$ cat config.mk
export PLATFORM = sky130hd
export DESIGN_NAME = zph_front
export DESIGN_NICKNAME = d
export VERILOG_FILES = /design/src/rtl/zph_pkg.sv /design/src/rtl/zph_front.sv
export SDC_FILE = /design/constraint.sdc
export NUM_CORES = 1
export LEC_CHECK = 0
export BUFFER_PORTS_ARGS = -buffer_cell sky130_fd_sc_hd__buf_4
export CAP_MARGIN = 20
export CORE_AREA = 5 5 42 44
export DETAILED_ROUTE_END_ITERATION = 6
export DIE_AREA = 0 0 47 49
export PLACE_DENSITY_LB_ADDON = 0.1
export SLEW_MARGIN = 15
export SYNTH_ARGS = -nofsm -noshare
export SYNTH_HDL_FRONTEND = slang
export SYNTH_SLANG_ARGS = --single-unit
$ cat constraint.sdc
create_clock -name vclk -period 2.15
set_clock_uncertainty 0.2 [all_clocks]
set_input_delay 0.215 -clock vclk [all_inputs]
set_output_delay 0.215 -clock vclk [all_outputs]
set_load 0.005 [all_outputs]
$ cat src/rtl/zph_pkg.sv
package zph_pkg;

   // Board geometry is fixed: rows and columns are 3-bit fields
   localparam int BOARD_SIDE = 8;
   localparam int SQUARE_BITS = 6;

   // Key generator
   localparam logic [63:0] SEED_VALUE = 64'd1070372;
   localparam int SHIFT_A = 13;
   localparam int SHIFT_B = 7;
   localparam int SHIFT_C = 17;

   // Work queue between front and back
   localparam int QUEUE_DEPTH = 4;

   typedef enum logic [1:0] {
      ACT_PIECE  = 2'd0,
      ACT_SIDE   = 2'd1,
      ACT_CASTLE = 2'd2,
      ACT_EP     = 2'd3
   } action_type;

   // Per-word control carried from front to back
   typedef struct packed {
      logic use_key;
      logic last;
   } feat_flags_type;

   // One xorshift64 step
   function automatic logic [63:0] xorshift_step(input logic [63:0] x);
      logic [63:0] a;
      logic [63:0] b;
      a = x ^ (x << SHIFT_A);
      b = a ^ (a >> SHIFT_B);
      return b ^ (b << SHIFT_C);
   endfunction

endpackage

$ cat src/rtl/zph_front.sv
module zph_front #(
   parameter int PIECE_KINDS = 7
) (
   input  logic                       fill_done,
   input  logic                       queue_full,
   input  logic                       in_valid,
   output logic                       in_ready,
   input  logic [1:0]                 action,
   input  logic                       occupied,
   input  logic                       color,
   input  logic [2:0]                 piece_type,
   input  logic [2:0]                 row,
   input  logic [2:0]                 column,
   input  logic                       castle_side,
   input  logic                       last,
   output logic                       push,
   output zph_pkg::feat_flags_type    push_flags,
   output logic [$clog2(2 * PIECE_KINDS * zph_pkg::BOARD_SIDE * zph_pkg::BOARD_SIDE
                        + 5 + zph_pkg::BOARD_SIDE)-1:0] push_slot
);

   localparam int PIECE_KEYS  = 2 * PIECE_KINDS * zph_pkg::BOARD_SIDE * zph_pkg::BOARD_SIDE;
   localparam int SIDE_SLOT   = PIECE_KEYS;
   localparam int CASTLE_BASE = PIECE_KEYS + 1;
   localparam int EP_BASE     = PIECE_KEYS + 5;
   localparam int KEY_TOTAL   = PIECE_KEYS + 5 + zph_pkg::BOARD_SIDE;
   localparam int AW          = $clog2(KEY_TOTAL);
   localparam int PW          = AW - zph_pkg::SQUARE_BITS;

   logic [PW-1:0] plane;
   logic          kind_ok;

   // Accept words once the key table is loaded and the queue has room
   assign in_ready = fill_done && !queue_full;
   assign push     = in_valid && in_ready;

   // Piece key plane: color * PIECE_KINDS + piece type
   assign plane   = (color ? PW'(PIECE_KINDS) : '0) + PW'(piece_type);
   assign kind_ok = ({1'b0, piece_type} < 4'(PIECE_KINDS));

   // Classify the feature into a key slot
   always_comb begin
      push_flags.last    = last;
      push_flags.use_key = 1'b0;
      push_slot          = '0;
      unique case (zph_pkg::action_type'(action))
         zph_pkg::ACT_PIECE: begin
            push_flags.use_key = occupied && kind_ok;
            push_slot          = {plane, row, column};
         end
         zph_pkg::ACT_SIDE: begin
            push_flags.use_key = 1'b1;
            push_slot          = AW'(SIDE_SLOT);
         end
         zph_pkg::ACT_CASTLE: begin
            push_flags.use_key = 1'b1;
            push_slot          = AW'(CASTLE_BASE) + AW'({color, castle_side});
         end
         zph_pkg::ACT_EP: begin
            push_flags.use_key = 1'b1;
            push_slot          = AW'(EP_BASE) + AW'(column);
         end
         default: begin
            push_flags.use_key = 1'b0;
         end
      endcase
   end

endmodule

Word-level counts from Yosys, hierarchy flattened
Cells that the tools add are included.

Word-level logic and storage cells: 16. Register bits after elaboration: 0.

Eq/ne operators: 3. Muxes and demuxes: 3. $lt $le $gt $ge: 1. Reductions and logical operators: 6. Add/sub/neg operators: 3.

Operators by type and width (number): $pmux W10 S4 (1); $add A8 B3 Y9 const A (1); $add A8 B4 Y9 const A (1); $add A3 B3 Y4 (1); $eq A2 B2 Y1 const B (2); $logic_and A1 B1 Y1 (3); $lt A3 B3 Y1 const B (1); $mux W3 (1); $reduce_or A3 Y1 (1); $eq A2 B1 Y1 const B (1); $logic_not A2 Y1 (1); $pmux W1 S2 (1); $logic_not A1 Y1 (1).

Longest topological paths before layout
Word-level depth: 3. Mapped depth: 4. Gate-level depth less buffers: 4.

Least setup slack after synthesis
OpenSTA, ideal clock, no wires.

Path kind: input -> output. Start point: input port color. End point: output port push_slot[7] in the netlist's numbering. Slack: 0.591 ns. Stages: 3. Arrival time: 1.144 ns. Cells stage by stage: ha_1 > fa_1 > or3_1.

RTL lines: from (decl) (RTL line zph_front.sv:10) `input logic color,`; to (decl) (RTL line zph_front.sv:19) `+ 5 + zph_pkg::BOARD_SIDE)-1:0] push_slot`.

==> results.toml <==
[run_status]
status = "finished clean"

[pwr]
pwr-share-seq_pct = 0
p_sw_mw = 0.0385
p_comb_share_pct = 100.0
ir_worst_vdd_uv = 58.5
p_leak_nw = 0.265
power_density_nw_per_um2 = 189
pwr-share-clk_pct = 0
p_int_mw = 0.0589
switching_share_pct = 39.5

[floorplan]
die-height_um = 49
start_util_pct = 21.0
core_um2 = 1400
fp.dieW_um = 47
ios = 32
core.rowCount = 14
dieArea_um2 = 2300

[logic_synthesis]
yosysTopAreaCell = "ha_1"
synthesis.area_um2 = 294
synth_top_area_share_pct = 21.3
synth_cells = 37
yosysMostFrequentCell = "ha_1"
ys_seq_area_share_pct = 0
synth.distinct_cells = 25
synth.top_cells.by_count = "ha_1, and2_1"
postSynthAreaPerCell_um2 = 7.95
synthesis.nets = 61
ys_warn_count = 0
synthTopCellsByArea = "ha_1, and2_1, fa_1"

[timing]
setup_tns_ps = 0
fmax_ghz = 0.543
finalSetupViolations = 0
slew_violations = 0
relSlewSlack_pct = 83.2
timing.final.crit_share_pct = 85.6
final-hold-violation-count = 0
finalCriticalPeriod_ps = 1840
worst_slew_pin_slew_ps = 252
rsz0062_at_grt = "no"

[setup_path]
worstPathMaxFanout = 5
cp_slowest_cell = "fa_1"
critPathKind = "input port to primary output"
worst-path-buf-inv = 2
crit_top_cell = "buf_4"
crit_cells = 5
cp.required_ps = 1740
crit_family = "adder cells"
arrival_ps = 1430
cp_cell_sequence = "buf_4 > ha_1 > fa_1 > or3_1 > buf_4"
cp-end-kind = "primary output"
slowest_delay_ps = 410
start_kind = "input port"

[grt]
antenna_found_initial = 0
grt_use_total_pct = 6.89
grt_pass1_wl_um = 1290
overflow = 0
grt_pass1_vias = 331
grt_max_degree = 12

[cells_and_area]
drive_gt1_share_pct = 50.0
diodes = 0
seq_cells = 0
synthToLayoutAreaGrowth_pct = 75.3
finish.utilization_pct = 36.8
clock_buffers = 0
final_nets = 90
fillCellCount = 162
regArea_um2 = 0

[detailed_routing]
drtIter0Drc = 3
wire_per_inst_um = 10.7
detail_route.first_pass.iterations = 4
vias = 355
drt-total-wl_um = 856
via_per_inst = 4.44
drc = 0
antenna_left = 0

[hold_path]
hold-path-cell-count = 0
min_path_type = "input port to primary output"

[place]
hpwl_um = 794
io_buffers = 30
gp_congestion = 0.686

[cts]
cts_resized = 0
hold_buffers = 0
postCtsSetupRepairBufs = 0

[job]
max_cap_violations = 0
==> cells in the final DEF, fill, tap and decap left out <==
cell,synthesis,routed
nand2_1,2,2
a21oi_1,2,2
xnor2_1,1,1
buf_4,1,30
and2b_1,1,1
fa_1,1,1
xor2_1,1,1
inv_1,1,1
nor3_1,1,1
or3_1,1,1
nand3b_1,1,1
or3b_1,1,1
o211ai_2,1,1
a211o_1,1,1
and2_1,4,4
nand3_1,2,2
nor2_1,2,2
o21ai_1,2,2
nor2b_1,1,1
a221oi_2,1,1
ha_1,5,5
mux2i_1,1,1
o2bb2ai_1,1,1
==> layer usage <==
layer  track usage (%)  up-vias  wire length [um]
met3             0.738        0                93
met2              12.7       19               430
met5                 0        -                 0
met4                 0        0                 0
met1              8.73      149               332
li1                  -      187                 -
==> stage by stage <==
stage	cell area (um^2)	hold WS (ps)	setup slack, ps	power [mW]	instances
6_report	515	230	309	0.0974	80
5_1_grt	515	230	241	0.109	80
3_5_place_dp	515	230	307	0.0997	80
2_1_floorplan	294	265	591	0.0449	37
4_1_cts	515	230	306	0.100	80
3_3_place_gp	515	230	309	0.100	80
==> path summary, 6_finish.rpt <==
check,from,slack (ps),to
max,color,310,push_slot[7]
min,last,230,push_flags[0]
==> cell families (layout without fill, tap and decap cells) <==
kind of cell / Yosys count / count (layout) / share of synthesized area (%)
fa+ha+maj: 6 / 6 / 28.1
simple gates: 16 / 16 / 31.1
buf+inv: 4 / 31 / 9.36
compound gates: 8 / 8 / 22.1
mux: 1 / 1 / 3.40
xor+xnor: 2 / 2 / 5.96
==> power by group through the flow <==
stage               registers (mW)  clock network (mW)  logic, mW
finish                           0                   0     0.0974
detailed placement               0                   0     0.0997
global placement                 0                   0      0.100
floorplan                        0                   0     0.0449
CTS                              0                   0      0.100
global route                     0                   0      0.109
==> cell type report <==
class,instances,area [um^2],area share [%]
inverter,1,3.75,0.728
multi-input combinational,33,267,51.7
tap,16,20.0,3.88
timing repair buffer,30,225,43.7
Power figures use the tool's default switching activity.
