[config.mk]
export PLATFORM = sky130hd
export DESIGN_NAME = zph_fill
export DESIGN_NICKNAME = d
export VERILOG_FILES = /design/src/rtl/zph_pkg.sv /design/src/rtl/zph_fill.sv
export SDC_FILE = /design/constraint.sdc
export NUM_CORES = 1
export LEC_CHECK = 0
export ABC_CLOCK_PERIOD_IN_PS = 3200
export BUFFER_PORTS_ARGS = -buffer_cell sky130_fd_sc_hd__buf_4
export CAP_MARGIN = 10
export CORE_UTILIZATION = 64
export CTS_BUF_LIST = sky130_fd_sc_hd__clkbuf_4 sky130_fd_sc_hd__clkbuf_8
export CTS_CLUSTER_SIZE = 30
export DETAILED_ROUTE_END_ITERATION = 16
export PLACE_DENSITY = 0.94
export SETUP_SLACK_MARGIN = 0.1
export SLEW_MARGIN = 5
export SYNTH_ARGS = -nofsm -noshare
export SYNTH_HDL_FRONTEND = slang
export SYNTH_SLANG_ARGS = --single-unit
[constraint.sdc]
create_clock -name clock -period 3.2 [get_ports clock]
set_input_delay 0.48 -clock clock [delete_from_list [all_inputs] [get_ports clock]]
set_output_delay 0.48 -clock clock [all_outputs]
set_load 0.02 [all_outputs]
[src/rtl/zph_pkg.sv]
package zph_pkg;

   // Board geometry is fixed: rows and columns are 3-bit fields
   localparam int BOARD_SIDE = 8;
   localparam int SQUARE_BITS = 6;

   // Key generator
   localparam logic [63:0] SEED_VALUE = 64'd1070372;
   localparam int SHIFT_A = 13;
   localparam int SHIFT_B = 7;
   localparam int SHIFT_C = 17;

   // Work queue between front and back
   localparam int QUEUE_DEPTH = 4;

   typedef enum logic [1:0] {
      ACT_PIECE  = 2'd0,
      ACT_SIDE   = 2'd1,
      ACT_CASTLE = 2'd2,
      ACT_EP     = 2'd3
   } action_type;

   // Per-word control carried from front to back
   typedef struct packed {
      logic use_key;
      logic last;
   } feat_flags_type;

   // One xorshift64 step
   function automatic logic [63:0] xorshift_step(input logic [63:0] x);
      logic [63:0] a;
      logic [63:0] b;
      a = x ^ (x << SHIFT_A);
      b = a ^ (a >> SHIFT_B);
      return b ^ (b << SHIFT_C);
   endfunction

endpackage

[src/rtl/zph_fill.sv]
module zph_fill #(
   parameter int KEY_TOTAL = 909
) (
   input  logic                         clock,
   input  logic                         reset,
   output logic                         wr_en,
   output logic [$clog2(KEY_TOTAL)-1:0] wr_addr,
   output logic [63:0]                  wr_data,
   output logic                         fill_done
);

   localparam int AW = $clog2(KEY_TOTAL);
   localparam int CW = $clog2(KEY_TOTAL + 1);

   logic [63:0]   gen_ff, gen_in;
   logic [CW-1:0] idx_ff, idx_in;
   logic [63:0]   gen_next;
   logic          busy;

   // One generator step and one key write per cycle until the table is full
   assign busy     = (idx_ff != CW'(KEY_TOTAL));
   assign gen_next = zph_pkg::xorshift_step(gen_ff);

   always_comb begin
      gen_in = gen_ff;
      idx_in = idx_ff;
      if (busy) begin
         gen_in = gen_next;
         idx_in = idx_ff + CW'(1);
      end
   end

   always_ff @(posedge clock) begin
      if (reset) begin
         gen_ff <= zph_pkg::SEED_VALUE;
         idx_ff <= '0;
      end else begin
         gen_ff <= gen_in;
         idx_ff <= idx_in;
      end
   end

   assign wr_en     = busy;
   assign wr_addr   = idx_ff[AW-1:0];
   assign wr_data   = gen_next;
   assign fill_done = !busy;

endmodule

* Word level (Yosys, flattened, before mapping) *
Cells that the tools add are included.

word-level totals
  flip-flop bits (word level) = 74
  input bits = 2
  output and inout port bits = 76
  logic and storage cells = 8

operators by class
  add/sub/neg operators = 1
  eq/ne operators = 1
  bitwise logic cells = 3
  reductions and logical operators = 1

operator list
  cell                     number
  $xor A64 B64 Y64         2
  $xor A64 B57 Y64         1
  $add A10 B1 Y10 const B  1
  $ne A10 B10 Y1 const B   1
  $logic_not A1 Y1         1

* Depth between registers and ports, before layout *
  depth after elaboration = 3
  mapped depth = 8
  gate-level depth less buffers = 7

* Least setup slack after synthesis *
Ideal clock, no wire load.

  path type = reg-to-output
  start = reg idx_ff[0] (netlist: wr_addr[0])
  end = out fill_done
  arrival time = 1.827 ns
  data required time = 2.720 ns
  slack = 0.893 ns
  cell stages (with the launch flop) = 6
  buffers on the path = 2
  cells stage by stage = dfxtp_1 > ha_1 > or3b_2 > nor3_4 > buf_2 > buf_2

between the ends
  cells in the longest elaborated chain, start to end = 2

ends and longest elaborated chain
  element                 RTL line        source
  start, declared         zph_fill.sv:16  logic [CW-1:0] idx_ff, idx_in;
  start signal, assigned  zph_fill.sv:39  idx_ff <= idx_in;
  $ne A10 B10 Y1          zph_fill.sv:21  assign busy = (idx_ff != CW'(KEY_TOTAL));
  $logic_not A1 Y1        zph_fill.sv:46  assign fill_done = !busy;
  end, declared           zph_fill.sv:9   output logic fill_done

Every way passes these cells.

* Final worst setup path *
  start = reg gen_ff[39]
  end = out wr_data[49]

between the ends
  cells in the longest elaborated chain, start to end = 3

ends and longest elaborated chain
  element                 RTL line        source
  start, declared         zph_fill.sv:15  logic [63:0] gen_ff, gen_in;
  start signal, assigned  zph_fill.sv:35  gen_ff <= zph_pkg::SEED_VALUE;
  start signal, assigned  zph_fill.sv:38  gen_ff <= gen_in;
  $xor A64 B64 Y64        zph_pkg.sv:33   a = x ^ (x << SHIFT_A);
  $xor A64 B57 Y64        zph_pkg.sv:34   b = a ^ (a >> SHIFT_B);
  $xor A64 B64 Y64        zph_pkg.sv:35   return b ^ (b << SHIFT_C);
  end, declared           zph_fill.sv:8   output logic [63:0] wr_data,

Every way passes these cells.

==> summary.md <==
| Metric | Value |
|---|---|
| Number of global-route vias before repair | `3708` |
| CTS Root Buffer Type | `sky130_fd_sc_hd__clkbuf_8` |
| Worst setup SP type | `register` |
| Worst EP required | `2720 ps` |
| Dpl hpwl | `8.40 mm` |
| Total Negative Setup Slacks | `0 ps` |
| Setup Fix Bufs, Post-CTS | `0` |
| Number of nets in the final layout | `around 590` |
| Tot GR Track Use | `30.7%` |
| Crit path DAT | `2160 ps` |
| Hold path start | `wr_addr[4]` |
| CP Max Fanout | `5` |
| Die Height | `89.3 um` |
| Number of flops mapped to enable cells by yosys | `0` |
| Cell count after synthesis | `~530` |
| Total area of sequential cells | `around 1500 um2` |
| Number of cells in the finished layout apart from fillers | `689` |
| Number of placed cells counting well taps | `673` |
| Layout-stage area growth over the synthesis result | `15.5%` |
| Ys flop type | `sky130_fd_sc_hd__dfxtp_1` |
| Largest net degree at the start of global routing | `76` |
| Number of filler instances in the final layout | `between 400 and 500` |
| FF-to-FF setup slack | `890 ps` |
| GP Congestion | `0.849` |
| Cell types with the highest counts after synthesis | `116 x sky130_fd_sc_hd__xnor2_1, 74 x sky130_fd_sc_hd__dfxtp_1, 52 x sky130_fd_sc_hd__nor2_1` |
| Net count of the mapped netlist | `roughly 540` |
| Initial antenna violation count | `0` |
| Library cells used by synthesis | `35` |
| Total area of multi-input combinational cells | `around 3100 um2` |
| Starting DRT DRC Count | `265` |
| Maximum clock path buffer count | `2` |
| I/O pin cnt | `just under 80` |
| First-pass GRT wire length | `18.2 mm` |
| Routed WL | `between 10 and 15 mm` |
| Post-cts repair resize count | `0` |
| Final routed wire length divided by cell count | `16.8 um` |
| Register area share after synthesis | `a little under a third` |
| Most common cell in the netlist | `sky130_fd_sc_hd__xnor2_1` |
| Remaining antenna violation count after routing | `0` |
| YS warnings | `0` |
| Cell Area, Synth | `4870 um2` |
| Share of synthesized flip-flops with an asynchronous set or reset | `0%` |
| Final Max Tran Viols | `0` |
| Count of inserted antenna diode cells | `0` |
| Reg-to-reg startpoint | `wr_addr[0]` |
| Hold Crit Endpoint | `wr_addr[4]` |
| Share of the synthesized area in the top cell type | `30.4%` |
| Per-instance average area after synthesis | `9.18 um2` |
| Clock edge transition at the registers on the reported setup and hold paths | `80 ps` |
| Starting utilization of the core area | `66.8%` |
| Worst Clk Skew | `between 8 and 9 ps` |
| Endpoint of the worst register-to-register path | `gen_ff[2]` |
| TritonCTS clock tree | `done` |
| # setup viols final | `0` |
| Post-cts hold buffer count | `0` |
| Full die area | `7970 um2` |
| Worst r2r path cells | `7` |
| Die outline width | `89.3 um` |
| Post-layout min period | `2640 ps` |
| Fraction of layout instances using a drive strength above 1 | `17.5%` |
| IO buf count | `between 70 and 80` |
| Total number of clock tree sinks | `74` |
| Total count of hold-check failures in the final report | `0` |
| Hold crit path type | `register to register` |
| H-Tree Depth | `3` |
| Slew margin rel. | `46.4%` |
| Number of search-and-repair iterations in the first detailed-routing pass | `5` |
| Overall via count from detail_route | `3814` |
| Status | `finished, final reports clean` |
| Classification of the worst setup path | `register to output port` |
| Vias per inst | `between 5 and 6` |
| Slew of the pin with the lowest slew margin | `804 ps` |
| Nature of the critical path endpoint | `output port` |
| Max capacitance violation total | `0` |
| Seq cells post-synth | `74` |
| Setup repair after global routing missed its margin | `false` |
| Total congestion overflow | `0` |
| Number of design rule violations left after detail routing | `0` |
| Hold path cells | `2` |
| Upper clock frequency limit | `379 MHz` |
| Core Area | `roughly 7300 um2` |
| Main area contributors after synthesis | `sky130_fd_sc_hd__dfxtp_1 30%, sky130_fd_sc_hd__xnor2_1 21%, sky130_fd_sc_hd__xnor3_1 7.4%, sky130_fd_sc_hd__xor2_1 7.2%, sky130_fd_sc_hd__xor3_1 5.4%` |
| Number of clock buffers inserted by TritonCTS | `9` |
| Count of standard-cell rows | `31` |
| Biggest area consumer among synthesized cells | `sky130_fd_sc_hd__dfxtp_1` |
| Worst-skew pair later-pin latency | `between 300 and 400 ps` |
| Final period utilization | `between 80 and 90%` |
-- cell type report --
type / instances / area share [%]
Inverter: 42 / 2.80
Sequential cell: 74 / 26.3
Multi-Input combinational cell: 378 / 54.7
Tap cell: 99 / 2.20
Timing Repair Buffer: 80 / 10.7
Clock inverter: 4 / 0.467
Clock buffer: 12 / 2.82
-- metal layers --
layer / wire, um / part of all wire (%) / GRT usage [%]
met1: 4850 / 42 / 38.4
met2: 5750 / 50 / 52.1
met3: 704 / 6.1 / 6.46
met4: 261 / 2.3 / 12.0
met5: 0 / 0 / 0
-- critical path, cell delays in order (launching register included) --
cell and delay [ps]:
sky130_fd_sc_hd__dfxtp_1 480, sky130_fd_sc_hd__xor2_1 310, sky130_fd_sc_hd__xor2_1 390, sky130_fd_sc_hd__xnor3_1 420, sky130_fd_sc_hd__inv_1 70, sky130_fd_sc_hd__buf_4 130
-- sequential cells by signal, indices dropped and copies added, names as in the netlist --
register	cells
wr_addr	10
gen_ff	64
-- worst max path at each step --
stage | from | end | slack [ps]
2_1_floorplan | wr_addr[0] | fill_done | 890
3_3_place_gp | gen_ff[39] | wr_data[49] | 1020
3_5_place_dp | wr_addr[0] | gen_ff[2] | 940
4_1_cts | gen_ff[39] | wr_data[49] | 570
5_1_grt | wr_addr[0] | wr_en | 490
6_report | gen_ff[39] | wr_data[49] | 560
-- cell families after synthesis --
| logic type | after synthesis | synth area share (%) |
|---|---|---|
| DFF | 74 | 30.4 |
| AOI/OAI and AO/OA | 77 | 10.1 |
| xor gates and xnor gates | 186 | 42.0 |
| buffers and inverters | 79 | 6.42 |
| and+or+nand+nor | 113 | 10.6 |
| adders and majority gates | 2 | 0.514 |
-- through the flow --
stage / area (um2) / utilization, % / hold slack (ps) / worst slack, ps
4_1_cts: 5630 / 77.2 / 518 / 566
6_report: 5630 / 77.2 / 520 / 562
5_1_grt: 5630 / 77.2 / 548 / 490
2_1_floorplan: 4870 / - / 469 / 893
3_3_place_gp: 5440 / 74.6 / 488 / 1020
3_5_place_dp: 5440 / 74.6 / 489 / 935
-- cells in the final DEF (no fill, tap or decap), types with 2 or more instances in the layout --
cell type	Yosys	layout
sky130_fd_sc_hd__nor2_1	52	52
sky130_fd_sc_hd__o21ai_0	10	10
sky130_fd_sc_hd__clkinv_2	0	2
sky130_fd_sc_hd__o21a_1	2	2
sky130_fd_sc_hd__buf_4	0	80
sky130_fd_sc_hd__clkbuf_8	0	11
sky130_fd_sc_hd__xnor3_1	16	16
sky130_fd_sc_hd__nand2b_1	2	2
sky130_fd_sc_hd__a21oi_1	25	25
sky130_fd_sc_hd__xor2_1	40	40
sky130_fd_sc_hd__nor3_1	5	5
sky130_fd_sc_hd__or3_1	10	10
sky130_fd_sc_hd__nand3b_1	3	3
sky130_fd_sc_hd__nand3_1	3	3
sky130_fd_sc_hd__o31ai_1	4	4
sky130_fd_sc_hd__o21bai_1	4	4
sky130_fd_sc_hd__ha_1	2	2
sky130_fd_sc_hd__xnor2_1	116	116
sky130_fd_sc_hd__xor3_1	11	11
sky130_fd_sc_hd__nand2_1	29	29
sky130_fd_sc_hd__inv_1	41	41
sky130_fd_sc_hd__and3_1	2	2
sky130_fd_sc_hd__a211oi_1	31	31
sky130_fd_sc_hd__dfxtp_1	74	74
sky130_fd_sc_hd__xnor2_2	2	2
Power is not shown: default switching activity piles up to over one toggle a cycle in this logic, so the estimate is an artifact.
