===== config.mk =====
export PLATFORM = sky130hd
export DESIGN_NAME = zph_queue
export DESIGN_NICKNAME = d
export VERILOG_FILES = /design/src/rtl/zph_queue.sv
export SDC_FILE = /design/constraint.sdc
export NUM_CORES = 1
export LEC_CHECK = 0
export ABC_AREA = 1
export BUFFER_PORTS_ARGS = -buffer_cell sky130_fd_sc_hd__buf_2
export CAP_MARGIN = 20
export CELL_PAD_IN_SITES_DETAIL_PLACEMENT = 1
export CELL_PAD_IN_SITES_GLOBAL_PLACEMENT = 2
export CORE_UTILIZATION = 40
export CTS_BUF_LIST = sky130_fd_sc_hd__clkbuf_4
export DETAILED_ROUTE_END_ITERATION = 10
export GPL_TIMING_DRIVEN = 1
export PLACE_DENSITY = 0.82
export SETUP_SLACK_MARGIN = 0.05
export SLEW_MARGIN = 20
export SYNTH_ARGS = -nofsm -noshare
export SYNTH_HDL_FRONTEND = slang
export SYNTH_SLANG_ARGS = --single-unit

===== constraint.sdc =====
create_clock -name clock -period 1.89 [get_ports clock]
set_input_delay 0.378 -clock clock [delete_from_list [all_inputs] [get_ports clock]]
set_output_delay 0.378 -clock clock [all_outputs]
set_load 0.02 [all_outputs]

===== src/rtl/zph_queue.sv =====
module zph_queue #(
   parameter int WIDTH = 12,
   parameter int DEPTH = 4
) (
   input  logic             clock,
   input  logic             reset,
   input  logic             push,
   input  logic [WIDTH-1:0] push_data,
   output logic             full,
   input  logic             pop,
   output logic             head_valid,
   output logic [WIDTH-1:0] head_data
);

   localparam int PW = $clog2(DEPTH);
   localparam int CW = $clog2(DEPTH + 1);

   logic [WIDTH-1:0] entry_ff [DEPTH];
   logic [PW-1:0]    wptr_ff, wptr_in;
   logic [PW-1:0]    rptr_ff, rptr_in;
   logic [CW-1:0]    count_ff, count_in;
   logic             do_push, do_pop;

   assign full       = (count_ff == CW'(DEPTH));
   assign head_valid = (count_ff != '0);
   assign head_data  = entry_ff[rptr_ff];
   assign do_push    = push && !full;
   assign do_pop     = pop && head_valid;

   // Pointer and occupancy update, wrapping at DEPTH
   always_comb begin
      wptr_in  = wptr_ff;
      rptr_in  = rptr_ff;
      count_in = count_ff;
      if (do_push) begin
         wptr_in = (wptr_ff == PW'(DEPTH - 1)) ? '0 : wptr_ff + PW'(1);
      end
      if (do_pop) begin
         rptr_in = (rptr_ff == PW'(DEPTH - 1)) ? '0 : rptr_ff + PW'(1);
      end
      if (do_push && !do_pop) begin
         count_in = count_ff + CW'(1);
      end else if (do_pop && !do_push) begin
         count_in = count_ff - CW'(1);
      end
   end

   always_ff @(posedge clock) begin
      if (reset) begin
         wptr_ff  <= '0;
         rptr_ff  <= '0;
         count_ff <= '0;
      end else begin
         wptr_ff  <= wptr_in;
         rptr_ff  <= rptr_in;
         count_ff <= count_in;
      end
   end

   // Entry storage
   always_ff @(posedge clock) begin
      if (do_push) begin
         entry_ff[wptr_ff] <= push_data;
      end
   end

endmodule


# Word-level counts from Yosys, hierarchy flattened
# Memory sizes are Yosys's and may differ from the RTL's. A register that Yosys moved wholly into a read port is not among the register bits.
# Cells that the tools add are included.
[totals]
register_bits = 7
mem_bits_rw = 48
in_bits = 16
out_inout_bits = 14
elab_cells = 28
mem_count = 1
[memory_table]
columns = ["memory", "words", "width", "read_ports", "rd_ports_with_merged_regs", "wr", "line_no", "text"]
rows = [
  ["entry_ff", 4, 12, 1, 1, 1, "18", "logic [WIDTH-1:0] entry_ff [DEPTH];"],
]
[op_classes]
addsub = 4
eq_ne = 3
muxes = 8
n_reduce_logical = 9
[op_table]
columns = ["cell", "count"]
rows = [
  ["2-bit 2-to-1 mux", 4],
  ["3-bit 2-to-1 mux", 2],
  ["2-bit by 1-bit adder with 2-bit output, second input constant", 2],
  ["2-bit equality test, second input constant", 2],
  ["1-bit logical AND", 4],
  ["3-bit by 1-bit adder with 3-bit output, second input constant", 1],
  ["3-bit equality test, second input constant", 1],
  ["1-bit logical NOT", 3],
  ["3-bit nonzero test", 1],
  ["3-bit by 1-bit subtractor with 3-bit output, second input constant", 1],
  ["1-bit 2-to-1 mux", 2],
  ["2-bit nonzero test", 1],
]

# Logic depth before layout (Yosys ltp)
[depth]
depth_word = 7
ltp_mapped = 13
ltp_nobuf = 13

# Least setup slack after synthesis
# OpenSTA, ideal clock, no wires.
[synth_timing]
path_kind = "reg-to-reg"
startpoint = "register count_ff[1]"
endpoint = "register count_ff[2]"
setup_ns = 0.110
arrival_time_ns = 1.588
t_required_ns = 1.780
setup_slack_ns = 0.192
stages_incl_launch_ff = 13
path_buffers = 0
synth_period_minus_slack_ns = 1.698
cell_sequence = "dfxtp_1 -> nor2_2 -> nand2_2 -> nand2_1 -> ha_1 -> inv_1 -> fa_1 -> inv_1 -> nand2_1 -> nand3_1 -> nand2_1 -> inv_1 -> nor2_1"
[synth_between]
elab_cells_between_ends = 14
classes_between = "add/sub (2); eq/ne (1); mux (2); reduce/logical (9)"
[synth_rtl]
columns = ["element", "line_no", "text"]
rows = [
  ["start, declared", "21", "logic [CW-1:0] count_ff, count_in;"],
  ["start signal, assigned", "56", "count_ff <= count_in;"],
  ["3-bit nonzero test (*)", "25", "assign head_valid = (count_ff != '0);"],
  ["named net head_valid", "11", "output logic head_valid,"],
  ["1-bit logical AND (*)", "28", "assign do_pop = pop && head_valid;"],
  ["1-bit logical NOT", "41", "if (do_push && !do_pop) begin"],
  ["1-bit logical AND", "41", ""],
  ["3-bit 2-to-1 mux / 2-bit nonzero test (equally long branches)", "-", ""],
]
# The timed path passes the listed nets; every way through them passes the cells marked *. The select of a mux whose other input is x is not followed.
# A chain may end at the register's enable or synchronous reset.

==> out/summary.log <==
INFO  clock_tree     cts_hold_buf=0
INFO  yosys          number_of_warnings_printed_during_yosys_synthesis=0
INFO  run            max_cap_violations=0
INFO  worst_setup_path reg2reg_from=count_ff[0]
INFO  worst_setup_path crit_path_end=head_data[7]
INFO  drt            vias=1,546
INFO  drt            initialDrtViolationCount=87
INFO  clock_tree     cts-buffers-inserted=9
INFO  floorplanning  die-height=77.7um
INFO  finish         final-instance-count-excl-fill=308
INFO  timing         setup_repair_after_global_routing_missed_its_margin=true
INFO  clock_tree     clock_insertion_delay_worst_skew=0.39ns
INFO  floorplanning  fp-row-count=27
INFO  yosys          netlist-cell-type-count=21
INFO  finish         ff_latch_area=0.00163mm^2
INFO  worst_setup_path setup.worst_path.start_class=flop
INFO  yosys          ys_dominant_reg_cell=edfxtp_1
INFO  floorplanning  chipWidth=77.7um
INFO  clock_tree     cts_max_level=3
INFO  run_status     status=finished clean
INFO  grt            number_of_antenna_violations_at_the_first_check_in_global_routing=0
INFO  worst_setup_path crit_path_max_fanout=14
INFO  finish         antenna_cells_inserted=0
INFO  yosys          synthTopCellsByCount=edfxtp_1 (48), nor2_1 (40), inv_1 (16), o21ai_1 (16), o22ai_1 (12)
INFO  pwr            powerDensity=1500mW/mm^2
INFO  timing         slew_viol_final=0
INFO  yosys          synthesis.area_per_instance=12.3um^2
INFO  clock_tree     cts_tree=yes
INFO  yosys          synth_area_leaders=edfxtp_1 (63%), dfxtp_1 (7.9%), nor2_1 (6.6%)
INFO  clock_tree     cts_num_sinks=57
INFO  grt            globalRouteOverflowTotal=0
INFO  clock_tree     cts.root.buffer_cell=clkbuf_4
INFO  placement      dp_hpwl=2.97mm
INFO  finish         multi_input_area=578um^2
INFO  clock_tree     clock_path_buffers=2
INFO  yosys          synth.yosys.seq_area_share=70.8%
INFO  placement      placement.io_buffers=29
INFO  yosys          total_standard_cell_area_after_synthesis=0.00229mm^2
INFO  grt            grt_pass1_wl=7.40mm
INFO  drt            avgRoutedWirePerCell=15.2um
INFO  finish         syn_to_final_growth=23.2%
INFO  timing         slew_headroom=83.2%
INFO  placement      dp_worst_setup_slack=0.0940ns
INFO  pwr            ir_drop=0.841mV
INFO  worst_setup_path rr_worst_depth=9
INFO  worst_setup_path critical_path.endpoint_type=primary output
INFO  yosys          postSynthCellCount=186
INFO  drt            routed_wire_length=4.68mm
INFO  timing         report.final.hold_viol_count=0
INFO  floorplanning  design.portCount=30
INFO  yosys          post-synth-top-area-fraction=63.0%
INFO  yosys          yosys_register_bits=57
INFO  hold_path      hold_path.class=primary input to flop
INFO  finish         nFillCells=590
INFO  timing         clock-skew-final=0.00961ns
INFO  timing         final_setup_violation_count=0
INFO  worst_setup_path critical_path_required=1.51ns
INFO  clock_tree     clk_pin_slew=0.09ns
INFO  floorplanning  initial_core_util=41.6%
INFO  finish         final_net_count=254
INFO  yosys          synthMostInstantiatedCell=edfxtp_1
INFO  floorplanning  die-area=0.00603mm^2
INFO  yosys          synth-edff-count=48
INFO  timing         max_slew.worst_pin.slew=0.250ns
INFO  drt            drt_pass1_iterations=4
INFO  timing         fmax=550MHz
INFO  drt            route.antenna.remaining_nets=0
INFO  placement      place.gp.congestion=0.706
INFO  grt            maximum_number_of_pins_on_one_net_before_global_route_repair=25
INFO  worst_setup_path setup.reg_to_reg.worst_slack=0.13ns
INFO  grt            globalRouteTotalUtil=17.0%
INFO  worst_setup_path critical_path_class=flop to primary output
INFO  drt            drcViolationCount=0
INFO  timing         finalWorstPathRequiredPeriod=1.82ns
INFO  finish         layout-drive-gt1-share=28.0%
INFO  yosys          synth_top_cell_by_area=edfxtp_1
INFO  timing         fin_ws=0.0711ns
INFO  worst_setup_path regToRegEndpoint=count_ff[1]
INFO  pwr            p_leak=0.00110uW
INFO  drt            vias_per_cell=5.02
INFO  timing         timing.final.crit_share=96.2%
INFO  worst_setup_path timing.critical_path.arrival=1.44ns
INFO  yosys          syn-num-nets=209
INFO  placement      numPlacedInstances=290
INFO  yosys          asyncSetResetFlopFracSynth=0%
INFO  grt            grt_pass1_vias=1,515
INFO  floorplanning  floorplan.core_area=0.00551mm^2
layout make-up:
class | instances | area share [%]
clock inverters | 7 | 3.86
inverters | 17 | 2.66
repair inverters | 1 | 0.266
flip-flops and latches | 57 | 57.8
multi-input cells | 106 | 20.5
well taps | 72 | 3.19
repair buffers | 39 | 9.36
clock buffers | 9 | 2.40
stage by stage:
| stage | instance area (um^2) | TNS, ns | total power, uW | hold WS, ns | utilization (%) |
|---|---|---|---|---|---|
| after floorplan | 2290 | 0 | 2560 | 0.450 | - |
| after global placement | 2540 | 0 | 2950 | 0.529 | 46.2 |
| after detailed placement | 2540 | 0 | 2980 | 0.527 | 46.2 |
| after CTS | 2780 | 0 | 4180 | 0.123 | 50.5 |
| after global routing | 2820 | -0.00297 | 4460 | 0.150 | 51.2 |
| final | 2820 | 0 | 4230 | 0.152 | 51.2 |
registers in the layout, summed over array words and instances (netlist names), named ones only:
| signal | flops |
|---|---|
| rptr_ff | 2 |
| count_ff | 3 |
| wptr_ff | 2 |
| entry_ff | 48 |
placed cells by master (no fill, tap or decap), types with 2 or more instances in the layout:
cell / netlist / final
a21oi_1: 2 / 2
buf_2: 2 / 21
buf_4: 2 / 14
buf_6: 2 / 3
bufinv_16: 0 / 3
clkbuf_4: 0 / 9
clkinv_1: 0 / 3
clkinvlp_4: 0 / 3
dfxtp_1: 9 / 7
dfxtp_4: 0 / 2
edfxtp_1: 48 / 48
ha_1: 6 / 6
inv_1: 16 / 15
nand2_1: 11 / 10
nand2_2: 3 / 4
nand3b_1: 2 / 2
nor2_1: 40 / 40
o21ai_0: 9 / 7
o21ai_1: 16 / 17
o22ai_1: 12 / 10
o22ai_2: 0 / 2
report_power, final:
part | total [uW] | switching, uW | internal (uW)
Clock | 1100 | 441 | 657
Sequential | 1660 | 107 | 1560
Combinational | 1470 | 898 | 573
critical path: stages, from the launching register on:
cell     delay, ns
dfxtp_4       0.40
buf_6         0.18
o21ai_1       0.08
o22ai_1       0.21
buf_4         0.18
cell families (layout without fill, tap and decap cells):
logic type,count (synthesis),in the layout,share of synthesized area (%)
AND/OR/NAND/NOR,59,59,10.6
flip-flops,57,57,70.8
adder cells (fa/ha/maj),7,7,4.15
buffers and inverters,23,73,4.86
XOR/XNOR,1,1,0.383
AO/OA/AOI/OAI,39,39,9.18
layer usage:
| metal | track usage (%) | share of wire [%] | up-vias |
|---|---|---|---|
| li1 | - | - | 744 |
| met1 | 20.1 | 43 | 763 |
| met2 | 27.4 | 51 | 28 |
| met3 | 4.00 | 3.6 | 11 |
| met4 | 11.9 | 2.8 | 0 |
| met5 | 0 | 0 | - |
timing repair:
| item | CTS | global route |
|---|---|---|
| endpoints found under the setup margin | 12 | 12 |
| cloned | 1 | 0 |
| setup buffers | 1 | 0 |
| pin swaps | 0 | 1 |
| resized for setup | 12 | 15 |
worst min-delay path by stage:
stage	start	to	slack, ns	cells past startpoint
final	reset	count_ff[0]	0.15	2
after global placement	count_ff[1]	count_ff[1]	0.53	2
after global routing	reset	count_ff[0]	0.15	2
after detailed placement	rptr_ff[1]	rptr_ff[1]	0.53	2
after CTS	reset	count_ff[0]	0.12	2
after floorplan	reset	count_ff[0]	0.45	1
No activity file was read; power rests on OpenSTA's default activity.
