$ cat src/rtl/zph_pkg.sv
package zph_pkg;

   // Board geometry is fixed: rows and columns are 3-bit fields
   localparam int BOARD_SIDE = 8;
   localparam int SQUARE_BITS = 6;

   // Key generator
   localparam logic [63:0] SEED_VALUE = 64'd1070372;
   localparam int SHIFT_A = 13;
   localparam int SHIFT_B = 7;
   localparam int SHIFT_C = 17;

   // Work queue between front and back
   localparam int QUEUE_DEPTH = 4;

   typedef enum logic [1:0] {
      ACT_PIECE  = 2'd0,
      ACT_SIDE   = 2'd1,
      ACT_CASTLE = 2'd2,
      ACT_EP     = 2'd3
   } action_type;

   // Per-word control carried from front to back
   typedef struct packed {
      logic use_key;
      logic last;
   } feat_flags_type;

   // One xorshift64 step
   function automatic logic [63:0] xorshift_step(input logic [63:0] x);
      logic [63:0] a;
      logic [63:0] b;
      a = x ^ (x << SHIFT_A);
      b = a ^ (a >> SHIFT_B);
      return b ^ (b << SHIFT_C);
   endfunction

endpackage

$ cat src/rtl/zph_back.sv
module zph_back #(
   parameter int AW = 10
) (
   input  logic                    clock,
   input  logic                    reset,
   input  logic                    head_valid,
   input  zph_pkg::feat_flags_type head_flags,
   input  logic [AW-1:0]           head_slot,
   output logic                    pop,
   output logic                    rd_en,
   output logic [AW-1:0]           rd_addr,
   input  logic [63:0]             rd_data,
   output logic                    rsp_valid,
   input  logic                    rsp_ready,
   output logic [63:0]             rsp_hash
);

   zph_pkg::feat_flags_type s2_flags_ff, s2_flags_in;
   logic                    s2_valid_ff, s2_valid_in;
   logic [63:0]             acc_ff, acc_in;
   logic                    out_valid_ff, out_valid_in;
   logic [63:0]             out_hash_ff, out_hash_in;
   logic [63:0]             key;
   logic [63:0]             sum;
   logic                    out_free;
   logic                    s2_adv;
   logic                    issue;

   // Stage 2 retires unless it must emit and the output register is held
   assign out_free = !out_valid_ff || rsp_ready;
   assign s2_adv   = s2_valid_ff && (!s2_flags_ff.last || out_free);
   assign issue    = head_valid && (!s2_valid_ff || s2_adv);
   assign pop      = issue;
   assign rd_en    = issue;
   assign rd_addr  = head_slot;

   assign key = s2_flags_ff.use_key ? rd_data : '0;
   assign sum = acc_ff ^ key;

   always_comb begin
      s2_valid_in  = s2_valid_ff;
      s2_flags_in  = s2_flags_ff;
      acc_in       = acc_ff;
      out_valid_in = out_valid_ff;
      out_hash_in  = out_hash_ff;
      // read issue moves the queue head into stage 2
      if (issue) begin
         s2_valid_in = 1'b1;
         s2_flags_in = head_flags;
      end else if (s2_adv) begin
         s2_valid_in = 1'b0;
      end
      // output register drains on handshake
      if (rsp_ready) begin
         out_valid_in = 1'b0;
      end
      // fold the key in; on last emit and clear
      if (s2_adv) begin
         if (s2_flags_ff.last) begin
            acc_in       = '0;
            out_valid_in = 1'b1;
            out_hash_in  = sum;
         end else begin
            acc_in = sum;
         end
      end
   end

   always_ff @(posedge clock) begin
      if (reset) begin
         s2_valid_ff  <= 1'b0;
         acc_ff       <= '0;
         out_valid_ff <= 1'b0;
      end else begin
         s2_valid_ff  <= s2_valid_in;
         acc_ff       <= acc_in;
         out_valid_ff <= out_valid_in;
      end
   end

   always_ff @(posedge clock) begin
      s2_flags_ff <= s2_flags_in;
      out_hash_ff <= out_hash_in;
   end

   assign rsp_valid = out_valid_ff;
   assign rsp_hash  = out_hash_ff;

endmodule

$ cat config.mk
export PLATFORM = sky130hd
export DESIGN_NAME = zph_back
export DESIGN_NICKNAME = d
export VERILOG_FILES = /design/src/rtl/zph_pkg.sv /design/src/rtl/zph_back.sv
export SDC_FILE = /design/constraint.sdc
export NUM_CORES = 1
export LEC_CHECK = 0
export ABC_AREA = 1
export BUFFER_PORTS_ARGS = -buffer_cell sky130_fd_sc_hd__buf_2
export CAP_MARGIN = 20
export CELL_PAD_IN_SITES_DETAIL_PLACEMENT = 1
export CELL_PAD_IN_SITES_GLOBAL_PLACEMENT = 1
export CORE_ASPECT_RATIO = 1.5
export CORE_MARGIN = 1
export CORE_UTILIZATION = 30
export DETAILED_ROUTE_END_ITERATION = 10
export PLACE_DENSITY_LB_ADDON = 0.12
export SLEW_MARGIN = 25
export SYNTH_ARGS = -nofsm -noshare
export SYNTH_HDL_FRONTEND = slang
export SYNTH_SLANG_ARGS = --single-unit
$ cat constraint.sdc
create_clock -name clock -period 3.4 [get_ports clock]
set_input_delay 0.34 -clock clock [delete_from_list [all_inputs] [get_ports clock]]
set_output_delay 0.34 -clock clock [all_outputs]
set_load 0.01 [all_outputs]
=== Yosys cells after proc, flatten, opt, wreduce, memory -nomap -nowiden ===
Cells that the tools add are included.

* Register bits: 132
* Output and inout bits: 77
* Logic and storage cells: 24

* Mux-type cells: 7
* Bitwise operators: 1
* Reduce and logical (&&, ||, !) cells: 10

{| class="wikitable"
|+ Operators by type and width
! kind !! count
|-
| 2-to-1 mux 64 bit || 2
|-
| XOR 64 bit || 1
|-
| 2-to-1 mux 1 bit || 5
|-
| zero test 1 bit || 3
|-
| logical OR 1 bit || 3
|-
| logical AND 1 bit || 2
|-
| AND reduction 2 bit || 1
|-
| nonzero test 2 bit || 1
|}

=== Logic depth before layout (Yosys ltp) ===
Gate-level depths: netlist of the first run.

* Word-level depth: 7
* Gate-level depth with buffers: 7

=== Worst setup path after synthesis of the first run ===
OpenSTA, ideal clock, no wires.

* Path type: reg2reg
* Start: register s2_flags_ff[0] in the netlist's numbering
* End: register out_hash_ff[0], in the netlist rsp_hash[0] (enable)
* Setup time: 0.418 ns
* Arrival: 1.869 ns
* Required time: 2.982 ns
* Setup slack: 1.113 ns
* Cell stages (with the launch flop): 3
* Clock period less this slack: 2.287 ns
* Path through: edfxtp_1 -> nand3_1 -> inv_1

* Longest elaborated chain between the ends: 4

{| class="wikitable"
|+ RTL lines
! item !! line !! source
|-
| start: declaration || zph_back.sv:18 || <nowiki>zph_pkg::feat_flags_type s2_flags_ff, s2_flags_in;</nowiki>
|-
| start signal: assignment || zph_back.sv:82 || <nowiki>s2_flags_ff <= s2_flags_in;</nowiki>
|-
| zero test 1 bit || zph_back.sv:31 || <nowiki>assign s2_adv = s2_valid_ff && (!s2_flags_ff.last || out_free);</nowiki>
|-
| logical OR 1 bit || zph_back.sv:31 ||
|-
| logical AND 1 bit || zph_back.sv:31 ||
|-
| AND reduction 2 bit (no line) * || - ||
|-
| end signal: assignment || zph_back.sv:83 || <nowiki>out_hash_ff <= out_hash_in;</nowiki>
|-
| end: declaration || zph_back.sv:22 || <nowiki>logic [63:0] out_hash_ff, out_hash_in;</nowiki>
|}

Mark *: on every way between the ends. The rest lies on a longest branch, timed or not.
A chain may end at the register's enable or synchronous reset.

=== Final worst setup path of the first run ===
* Start: register s2_flags_ff[0] in the netlist's numbering
* End: register out_hash_ff[7], in the netlist rsp_hash[7] (enable)

The elaborated chain is that of the path after synthesis.

==> flow_metrics.tcl, run 1 <==
set metrics [dict create \
    status "complete, no violations" \
    clock_latency_ns 0.42 \
    yosysMostFrequentCell "nand2_1" \
    cts_max_path_buffers 2 \
    drt_iter0_drc 191 \
    cts_tree "built" \
    power.total_mw 4.11 \
    rsz0062_at_grt "no" \
    grt_max_degree 87 \
    grt_usage 0.161 \
    hold-worst-slack_ns 0.0990 \
    synth_common_cells "nand2_1, nand2_2, inv_1" \
    setup_tns_ns 0 \
    h-tree-depth 4 \
    area_delta_synth_final_pct 21.8 \
    place_ws_ns 1.44 \
    min_from "head_flags[0]" \
    synth_ff_type "edfxtp_1" \
    startpoint_type "flop" \
    r2r_end "rsp_hash[7]" \
    avgSynthCellArea_um2 9.05 \
    crit_chain "nand3_1 > clkinv_2 > buf_4" \
    drv_cap 0 \
    holdPathEnd "s2_flags_ff[0]" \
    die_w_um 121 \
    worst_ir_drop_vdd_v 0.000241 \
    syn-num-nets 782 \
    coreArea_um2 20600 \
    post-route-util 0.376 \
    hold_buffers 0 \
    hold_violations 0 \
    clockRootBuffer "clkbuf_16" \
    finalWirelength_um 16700 \
    cp_max_fo 28 \
    synthTopCellsByArea "edfxtp_1, dfxtp_1, nand2_1" \
    grt_pass1_wl_um 27100 \
    relSlewSlack 0.392 \
    dieArea_um2 21800 \
    setup_ws_ns 1.53 \
    p_sw_mw 0.954 \
    timing.fmax_ghz 0.535 \
    clkTransAtPathRegs_ns 0.06 \
    port-buffer-count 136 \
    p_clk_frac 0.492 \
    hpwl_um 11200 \
    ys_warn_count 0 \
    critPathArrivalTime_ns 2.02 \
    ctsResizeCount 0 \
    r2r-start "s2_flags_ff[0]" \
    drc 0 \
    regArea_um2 3300 \
    antenna_found_initial 2 \
    numCtsBuffers 17 \
    start_util 0.309 \
    synth_area_leader_cell "edfxtp_1" \
    hold_path.class "in -> reg" \
    switching_share 0.232 \
    crit_type "reg -> reg" \
    post-cts-setup-buffer-count 0 \
    grt_pass1_vias 5585 \
    synth_cells 702 \
    clock_sinks 132 \
    setup_viol_count_final 0 \
    via_per_inst 4.61 \
    gp_congestion 0.694 \
    cp.required_ns 3.55 \
    synth_cell_types 19 \
    drive_above_1_share 0.431 \
    finalClockSkew_ns 0.00906 \
    synthesis.area_um2 6350 \
    vias 5059 \
    finish.net_count 900 \
    reg2reg_depth 3 \
    drv_slew 0 \
    grt-ovfl-total 0 \
    dr.pass1.iters 4 \
    tightest_slew_ns 0.913 \
    fin_crit_sh 0.550 \
    holdPathStages 1 \
    ys_seq_area_frac 0.520 \
    synth_seq_cells 132 \
    min_period_ns 1.87 \
    r2r_setup_slack_ns 1.53 \
    max_stage_delay_ns 0.51 \
    drtAntennaViolNets 0 \
    leakagePower_nw 2.95 \
    synthArstFlopShare 0 \
    endpoint_kind "flop" \
    synth-edff-count 66 \
    cpMaxStageDelayCell "edfxtp_1" \
    multiInputGateArea_um2 2440 \
    power.density_nw_per_um2 532 \
    die_y_um 180 \
    synth_top_area_share 0.312 \
    fillCellCount 2420 \
    num_rows 64 \
    wl_per_cell_um 15.2 \
    seqPwrFrac 0.425 \
    cellInternalPower_mw 3.16 \
    ios 157 \
    p_comb_frac 0.083 \
]
## cells in the final DEF (no fill, tap or decap), types with 3 or more instances in the layout
| master | instances |
|---|---|
| buf_2 | 135 |
| nand2_1 | 202 |
| dfxtp_1 | 66 |
| inv_1 | 67 |
| clkinv_2 | 4 |
| a21oi_1 | 5 |
| clkbuf_16 | 17 |
| nand2_2 | 120 |
| a21oi_2 | 60 |
| nand3_1 | 65 |
| edfxtp_1 | 66 |
| buf_4 | 7 |
| bufinv_16 | 5 |
| clkinvlp_4 | 3 |
## final cells by class
class / instances / area share
flip-flops and latches: 132 / 0.427
repair buffers: 143 / 0.0968
clock buffers: 19 / 0.0573
inverters: 69 / 0.0337
diodes: 1 / 0.000324
multi-input cells: 457 / 0.316
clock inverters: 13 / 0.0265
well taps: 264 / 0.0427
## cell families after synthesis
kind of cell	Yosys count	share of synthesized area
and+or+nand+nor	391	0.296
DFF	132	0.520
buffers and inverters	113	0.0956
AOI/OAI and AO/OA	66	0.0879
## layer usage
layer / global-route usage / part of all wire
met5: 0 / 0.00048
met2: 0.301 / 0.54
met1: 0.169 / 0.40
met4: 0.0573 / 0.015
met3: 0.0456 / 0.047
## state kept, by name (all words and copies together) (netlist names)
signal and flops:
rsp_hash 64, s2_valid_ff 1, rsp_valid 1, acc_ff 64, s2_flags_ff 2
## stage by stage
step,cells,instance area [um2]
2_1_floorplan,702,6350
3_3_place_gp,1065,7080
3_5_place_dp,1065,7080
4_1_cts,1097,7730
5_1_grt,1098,7730
6_report,1098,7730
## power by group through the flow
stage | Clock [mW] | Combinational (mW) | Sequential [mW]
final | 2.02 | 0.342 | 1.75
after global routing | 2.16 | 0.383 | 1.75
after CTS | 2.08 | 0.354 | 1.75
after detailed placement | 0 | 0.352 | 1.78
after global placement | 0 | 0.337 | 1.78
after floorplan | 0 | 0.229 | 1.79
## worst max-delay path by stage
| stage | slack, ns | cells past startpoint | end | startpoint |
|---|---|---|---|---|
| 2_1_floorplan | 1.11 | 2 | rsp_hash[0] | s2_flags_ff[0] |
| 3_3_place_gp | 1.45 | 6 | rsp_hash[0] | rsp_ready |
| 3_5_place_dp | 1.44 | 6 | rsp_hash[1] | rsp_ready |
| 4_1_cts | 1.47 | 3 | rsp_hash[12] | s2_flags_ff[0] |
| 5_1_grt | 1.39 | 3 | rsp_hash[33] | s2_flags_ff[0] |
| 6_report | 1.53 | 3 | rsp_hash[7] | s2_flags_ff[0] |
## worst max-delay path: cells and delay by family (launching register included)
kind                   cells  cell delay (ns)
buffers and inverters      2             0.89
flip-flops                 1             0.51
AND/OR/NAND/NOR            1             0.18
Power figures use the tool's default switching activity.
==> run 2, diff against run 1 <==
- clock period: 3.4 -> 1.67 ns (I/O delays scaled with it)
==> run 2 against run 1 <==
Utilization up 0.80 points. Setup slack got worse by 1.4 ns. Via count increased by 1.1%. Critical path type is now reg -> out. Combinational power is 120% higher. Non-clock buffer count is 7 higher. Cell area grew 2.1%. Power is 100% higher. Die area unchanged. Largest cell class unchanged.
==> flow_metrics.tcl, run 2 (synthesis results as in run 1) <==
set metrics [dict create \
    status "complete, no violations" \
    port-buffer-count 136 \
    start_util 0.309 \
    die_y_um 180 \
    via_per_inst 4.63 \
    worst_ir_drop_vdd_v 0.000564 \
    vias 5116 \
    p_sw_mw 2.01 \
    antenna_found_initial 2 \
    grt_pass1_vias 5572 \
    clock_latency_ns 0.42 \
    ctsResizeCount 0 \
    startpoint_type "flop" \
    placed_cells 1069 \
    grt-ovfl-total 0 \
    drv_cap 0 \
    hold_path.class "in -> reg" \
    cp_max_fo 4 \
    drc 0 \
    clock_sinks 132 \
    setup_viol_count_final 0 \
    cellInternalPower_mw 6.41 \
    drv_slew 0 \
    fin_crit_sh 0.937 \
    instances_no_fill 1105 \
    tightest_slew_ns 0.509 \
    dieArea_um2 21800 \
    drtAntennaViolNets 0 \
    critPathArrivalTime_ns 1.40 \
    hold-worst-slack_ns 0.0273 \
    endpoint_kind "output port" \
    gp_congestion 0.688 \
    rsz0062_at_grt "no" \
    dr.pass1.iters 4 \
    grt_max_degree 85 \
    finalWirelength_um 16800 \
    p_comb_frac 0.088 \
    final_common_cell "nand2_1" \
    leakagePower_nw 3.01 \
    drive_above_1_share 0.433 \
    clockRootBuffer "clkbuf_16" \
    finish.net_count 907 \
    switching_share 0.238 \
    numCtsBuffers 17 \
    area_delta_synth_final_pct 24.4 \
    p_clk_frac 0.490 \
    clkTransAtPathRegs_ns 0.06 \
    power.density_nw_per_um2 1070 \
    cts_max_path_buffers 2 \
    seqPwrFrac 0.422 \
    die_w_um 121 \
    wl_per_cell_um 15.2 \
    grt_usage 0.164 \
    num_rows 64 \
    cp.required_ns 1.50 \
    ios 157 \
    finalClockSkew_ns 0.0101 \
    h-tree-depth 4 \
    hpwl_um 11000 \
    crit_type "reg -> out" \
    timing.fmax_ghz 0.639 \
    relSlewSlack 0.661 \
    min_period_ns 1.56 \
    layout_common_cells "nand2_1, buf_2, nand2_2" \
    drt_iter0_drc 164 \
    cts_tree "built" \
    hold_violations 0 \
    grt_pass1_wl_um 27400 \
    coreArea_um2 20600 \
]
## run 2: path summary, 6_finish.rpt
check / end / slack, ns / from / depth (start not counted)
worst max-delay path: pop / 0.11 / s2_flags_ff[0] / 4
worst min-delay path: s2_valid_ff / 0.03 / head_valid / 3
worst max register to register: rsp_hash[9] / 0.16 / s2_flags_ff[0] / 4
worst min register to register: acc_ff[27] / 0.48 / acc_ff[27] / 2
## run 2: area by class of cell
cell class	count	area (um2)
Tap cell	264	330
Timing Repair Buffer	150	906
Fill cell	2428	12700
Sequential cell	132	3300
Clock inverter	11	175
Antenna cell	1	2.50
Inverter	69	263
Multi-Input combinational cell	457	2440
Clock buffer	21	472
## run 2: stage by stage
stage	total power, mW	setup TNS (ns)	setup slack [ns]	cell area [um2]	util
floorplan	4.11	-17.28	-0.270	6360	-
global placement	4.34	0	0.233	7220	0.351
detailed placement	4.38	0	0.196	7220	0.351
CTS	8.54	0	0.00146	7890	0.383
global route	8.72	0	0.0129	7900	0.384
finish	8.42	0	0.105	7900	0.384
## run 2: worst max-delay path, cell delays in order, from the launching register on
cell      delay, ns
edfxtp_1       0.49
nand4_1        0.14
nand2_1        0.08
inv_1          0.12
buf_2          0.15
## run 2: routing by layer
metal  vias up  routed length (um)  share of wire  track usage
li1       2470                   -              -            -
met1      2508                6730           0.40        0.173
met2       117                8890           0.53        0.301
met3        19                 885          0.053       0.0481
met4         2                 289          0.017       0.0607
met5         -                  10        0.00060            0
## run 2: repair_timing
item | CTS | global route
buffers inserted | 0 | 1
setup endpoints to repair | 0 | 2
hold buffers | 2 | 0
hold endpoints to repair | 2 | 0
## run 2: power by group through the flow
stage | clock (mW) | combinational [mW] | sequential, mW
after global placement | 0 | 0.717 | 3.62
after detailed placement | 0 | 0.756 | 3.62
after floorplan | 0 | 0.468 | 3.64
after global routing | 4.33 | 0.828 | 3.56
after CTS | 4.22 | 0.761 | 3.55
final | 4.12 | 0.742 | 3.55
